## src/hw/rtl/fts_pkg.sv

```systemverilog
// Shared types and constants of the Fibonacci table search core.
// Holds the controller states and the command and status structs.
// No dependencies; every other file of the block but fts_ram imports it.
package fts_pkg;

   // Default storage geometry.
   localparam int TABLE_DEPTH_DEF = 1024;
   localparam int KEY_WIDTH_DEF   = 64;

   // Fixed field widths of the stream and CSR ports.
   localparam int MODE_W     = 1;
   localparam int INDEX_W    = 10;
   localparam int KEY_W      = 64;
   localparam int CSR_W      = 11;
   localparam int POS_W      = 10;
   localparam int PROBE_W    = 5;
   localparam int REQ_DATA_W = 80;
   localparam int RSP_DATA_W = 16;

   // Width of Fibonacci terms, search base and probe index (covers 2584).
   localparam int FIB_W = 13;

   // Probe counter ceiling.
   localparam logic [PROBE_W-1:0] PROBE_MAX = '1;

   // Item kinds carried in req_tuser.
   localparam logic MODE_WRITE  = 1'b0;
   localparam logic MODE_SEARCH = 1'b1;

   // Controller states.
   typedef enum logic [2:0] {
      ST_IDLE,
      ST_GROW,
      ST_PROBE_RD,
      ST_PROBE_CMP,
      ST_LAST_RD,
      ST_LAST_CMP,
      ST_FINISH
   } fsm_state_type;

   // Commands from the controller to the datapath.
   typedef struct packed {
      logic write;
      logic start;
      logic grow;
      logic probe_rd;
      logic probe_cmp;
      logic last_rd;
      logic last_cmp;
      logic load_rsp;
   } dp_cmd_type;

   // Status from the datapath to the controller.
   typedef struct packed {
      logic n_zero;
      logic f2_lt_n;
      logic f2_gt_one;
      logic last_ok;
      logic hit;
   } dp_status_type;

endpackage

```

## src/hw/rtl/fts_ctrl.sv

```systemverilog
// Controller state machine of the Fibonacci table search core.
// Sequences the term growth, the probes and the closing check; uses fts_pkg.
module fts_ctrl (
   input  logic                   clock,
   input  logic                   reset,
   input  logic                   req_tvalid,
   output logic                   req_tready,
   input  logic                   req_mode,
   output logic                   rsp_tvalid,
   input  logic                   rsp_tready,
   input  fts_pkg::dp_status_type status,
   output fts_pkg::dp_cmd_type    cmd
);
   import fts_pkg::*;

   fsm_state_type state_ff, state_in;
   logic          rsp_valid_ff, rsp_valid_in;
   logic          req_beat;

   // State and result-valid registers.
   always_ff @(posedge clock) begin
      if (reset) begin
         state_ff     <= ST_IDLE;
         rsp_valid_ff <= 1'b0;
      end else begin
         state_ff     <= state_in;
         rsp_valid_ff <= rsp_valid_in;
      end
   end

   assign req_tready = (state_ff == ST_IDLE);
   assign req_beat   = req_tvalid && req_tready;
   assign rsp_tvalid = rsp_valid_ff;

   // Next state and commands.
   always_comb begin
      state_in     = state_ff;
      rsp_valid_in = rsp_valid_ff && !rsp_tready;
      cmd          = '0;
      unique case (state_ff)
         ST_IDLE: begin
            if (req_beat) begin
               if (req_mode == MODE_SEARCH) begin
                  cmd.start = 1'b1;
                  state_in  = ST_GROW;
               end else begin
                  cmd.write = 1'b1;
               end
            end
         end
         ST_GROW: begin
            if (status.n_zero) begin
               state_in = ST_FINISH;
            end else if (status.f2_lt_n) begin
               cmd.grow = 1'b1;
            end else begin
               state_in = ST_PROBE_RD;
            end
         end
         ST_PROBE_RD: begin
            if (status.f2_gt_one) begin
               cmd.probe_rd = 1'b1;
               state_in     = ST_PROBE_CMP;
            end else begin
               state_in = ST_LAST_RD;
            end
         end
         ST_PROBE_CMP: begin
            cmd.probe_cmp = 1'b1;
            state_in      = status.hit ? ST_FINISH : ST_PROBE_RD;
         end
         ST_LAST_RD: begin
            if (status.last_ok) begin
               cmd.last_rd = 1'b1;
               state_in    = ST_LAST_CMP;
            end else begin
               state_in = ST_FINISH;
            end
         end
         ST_LAST_CMP: begin
            cmd.last_cmp = 1'b1;
            state_in     = ST_FINISH;
         end
         ST_FINISH: begin
            // Wait until the output register is free or being emptied.
            if (!rsp_valid_ff || rsp_tready) begin
               cmd.load_rsp = 1'b1;
               rsp_valid_in = 1'b1;
               state_in     = ST_IDLE;
            end
         end
         default: begin
            state_in = ST_IDLE;
         end
      endcase
   end

endmodule

```

## config.mk

```make
export PLATFORM = sky130hd
export DESIGN_NAME = fts_ctrl
export DESIGN_NICKNAME = d
export VERILOG_FILES = /design/src/hw/rtl/fts_pkg.sv /design/src/hw/rtl/fts_ctrl.sv
export SDC_FILE = /design/constraint.sdc
export NUM_CORES = 1
export LEC_CHECK = 0
export ABC_AREA = 1
export BUFFER_PORTS_ARGS = -buffer_cell sky130_fd_sc_hd__clkbuf_2
export CAP_MARGIN = 5
export CORE_AREA = 2 2 39 41
export DETAILED_ROUTE_END_ITERATION = 10
export DIE_AREA = 0 0 41 43
export GPL_ROUTABILITY_DRIVEN = 0
export HOLD_SLACK_MARGIN = 0.03
export MAX_ROUTING_LAYER = met4
export SLEW_MARGIN = 40
export SYNTH_ARGS = -nofsm -noshare
export SYNTH_HDL_FRONTEND = slang
export SYNTH_SLANG_ARGS = --single-unit
```

## constraint.sdc

```tcl
create_clock -name clock -period 0.97 [get_ports clock]
set_input_delay 0.097 -clock clock [delete_from_list [all_inputs] [get_ports clock]]
set_output_delay 0.097 -clock clock [all_outputs]
set_load 0.01 [all_outputs]
```

==> results.md <==
- Synth top area share: 22.54%
- Share of layout cells above drive strength 1: 61.96%
- CP max stage cell: dfxtp_4
- Vias in the first global route: 426
- Pwr Density: 2287 mW/mm²
- Synthesized area per cell: 6.023 µm²
- Failing checks: setup timing
- Clk sinks: 4
- Startpoint types: flip-flop
- NumNets Final: 103
- Worst Path Arrival: 1120 ps
- Worst Setup End Kind: output port
- Peak supply drop: 1.576 mV
- Reg power frac: 19.6%
- Worst Setup Slack, final: -247.3 ps
- Endpoints failing setup: 12
- Largest net degree at the start of global routing: 7
- Area growth, synth to finish: 97.89%
- Initial antenna violation count: 0
- Synth area leader: dfxtp_1
- Starting Density: 25.68%
- Register area share after synthesis: 22.54%
- Setup_tns: -2219 ps
- Cell Area, Placed: 516.7 µm²
- Netlist cell types: 15
- Die width: 41 µm
- WS Path Type: reg -> out
- Max Fanout on Critical Path: 5
- Die area: 0.001763 mm²
- GRT Total Usage: 13.59%
- H-tree levels: 1
- CTS tree: built
- Top cells by area, synth: dfxtp_1 (23%), inv_1 (13%), nand3_2 (11%)
- Outcome: complete, but fails checks
- Clk pwr share: 14.0%
- Cells along the critical path: nor2_4 > nand2_4 > inv_2 > nand2_2 > nor2_2 > buf_2
- FMAX: 0.8215 GHz
- Drt initial violations: 1
- Final hold vios: 0
- Cell Rows: 14
- Syn Nets: 69
- Die height: 43 µm
- DR vias/cell: 4.222
- Routed wire length: 927 µm
- N_diodes: 0
- Routed vias: 456
- P_int: 0.9332 mW
- RSZ-0062 raised after global routing: yes
- Core ar.: 0.001384 mm²
- Combinational share of power: 66.5%
- Drt drc: 0
- Final Max Slew Viols: 0
- Clk_skew: 9.623 ps
- Finished Cell Area: 703.2 µm²
- Worst-Margin Slew: 303.2 ps
- Sw power: 0.6752 mW
- Period Utilization, post-route: 125.5%
- Worst path required time: 870 ps
- ANT nets after route: 0
- Worst hold margin: 77.26 ps
- Grt ovf: 0
- Post-Syn Instances: 59
- Total CTS buffers: 3
- Hpwl dp: 665 µm
- Max-slew headroom at the worst pin: 79.71%
- First-pass GRT wire length: 1.656 mm
- Wirelength per Cell: 8.583 µm
- Number of detailed-route iterations in the first pass: 2
- FF+latch count, synth: 4
- Switch share: 41.98%
- Clock latency on the worst-skew pair: 240 ps
- Pleak: 0.3833 nW
- Post-Route Utilization: 50.81%
- Tmin final: 1217 ps
- Io pins: 20
- Hold Buf Count CTS: 0
- Max-Cap Viols: 0
- Port-buffer cells: 19
- Mapped Area: 355.3 µm²
- Root Driver: clkbuf_4
- Clk buf depth: 2
- Clk slew on worst S/H paths: 30 ps
- Ys Warns: 0
- HP Class: in -> reg
- CP peak stage delay: 360 ps
final timing paths:
path | slack (ps) | start | depth (start not counted) | endpoint
min | 80 | reset | 2 | state_ff[0]
max | -250 | state_ff[0] | 6 | cmd[7]
max reg2reg | -220 | state_ff[1] | 8 | state_ff[1]
min reg2reg | 520 | rsp_tvalid | 2 | rsp_tvalid
state kept, by name, indices dropped and copies added (netlist names):
name,cells
state_ff,3
rsp_tvalid,1
synthesized netlist by cell type, drive strengths merged:
master  number
nor3         1
inv         15
dfxtp        4
nand3b       1
nand3        7
o21bai       1
nor2        14
a21oi        4
nand2       12
stage by stage:
| stage | worst slack (ps) | power [mW] | cells |
|---|---|---|---|
| 3_3_place_gp | -86.55 | 0.9747 | 96 |
| 5_1_grt | -320.8 | 1.752 | 108 |
| 2_1_floorplan | -19.46 | 0.7924 | 59 |
| 6_report | -247.3 | 1.608 | 108 |
| 3_5_place_dp | -94.77 | 0.9766 | 96 |
| 4_1_cts | -267.3 | 1.484 | 106 |
power by group through the flow:
stage | Clock (mW) | Sequential, mW | Combinational [mW]
2_1_floorplan | 0 | 0.314 | 0.478
3_3_place_gp | 0 | 0.326 | 0.649
3_5_place_dp | 0 | 0.325 | 0.652
4_1_cts | 0.231 | 0.329 | 0.924
5_1_grt | 0.245 | 0.325 | 1.18
6_report | 0.225 | 0.315 | 1.07
metal layers:
layer	vias to the layer above	wire, µm	track usage (%)
met1	199	375	17.42
met3	0	45	4.712
met2	11	505	21.56
met5	-	0	-
li1	246	-	-
met4	0	0	0
layout by cell type (no fill, tap or decap):
cell	n
a21oi_1	2
a21oi_2	2
buf_12	1
buf_2	5
buf_4	4
buf_6	8
clkbuf_1	1
clkbuf_2	11
clkbuf_4	3
dfxtp_1	1
dfxtp_4	3
inv_1	10
inv_2	3
inv_6	1
inv_8	1
nand2_1	9
nand2_2	2
nand2_4	1
nand3_1	2
nand3_2	4
nand3_4	1
nand3b_1	1
nor2_1	8
nor2_2	1
nor2_4	5
nor3_4	1
o21bai_1	1
area by class of cell:
class	instances	area (µm²)
clock buffer	4	26.28
fill	154	680.7
inverter	15	68.82
multi-input combinational	40	276.5
sequential	4	91.34
tap	16	20.02
timing repair buffer	29	220.2
cells by family (layout without fill, tap and decap cells):
kind of cell | after synthesis | in the layout | share of synthesized area [%]
buffers and inverters | 15 | 48 | 15.84
AO/OA/AOI/OAI | 5 | 5 | 8.803
AND/OR/NAND/NOR | 35 | 35 | 52.81
flip-flops | 4 | 4 | 22.54
repair_timing:
item / 4_1_cts / 5_1_grt
resized for setup: 17 / 13
setup endpoints to repair: 12 / 12
pin swaps: 6 / 4
buffers inserted: 6 / 2
critical path: cells and delay by family (launching register included):
| kind | cells | cell delay [ps] |
|---|---|---|
| buffers and inverters | 2 | 190 |
| AND/OR/NAND/NOR | 4 | 340 |
| flip-flops | 1 | 360 |
(Power assumes the default switching activity.)
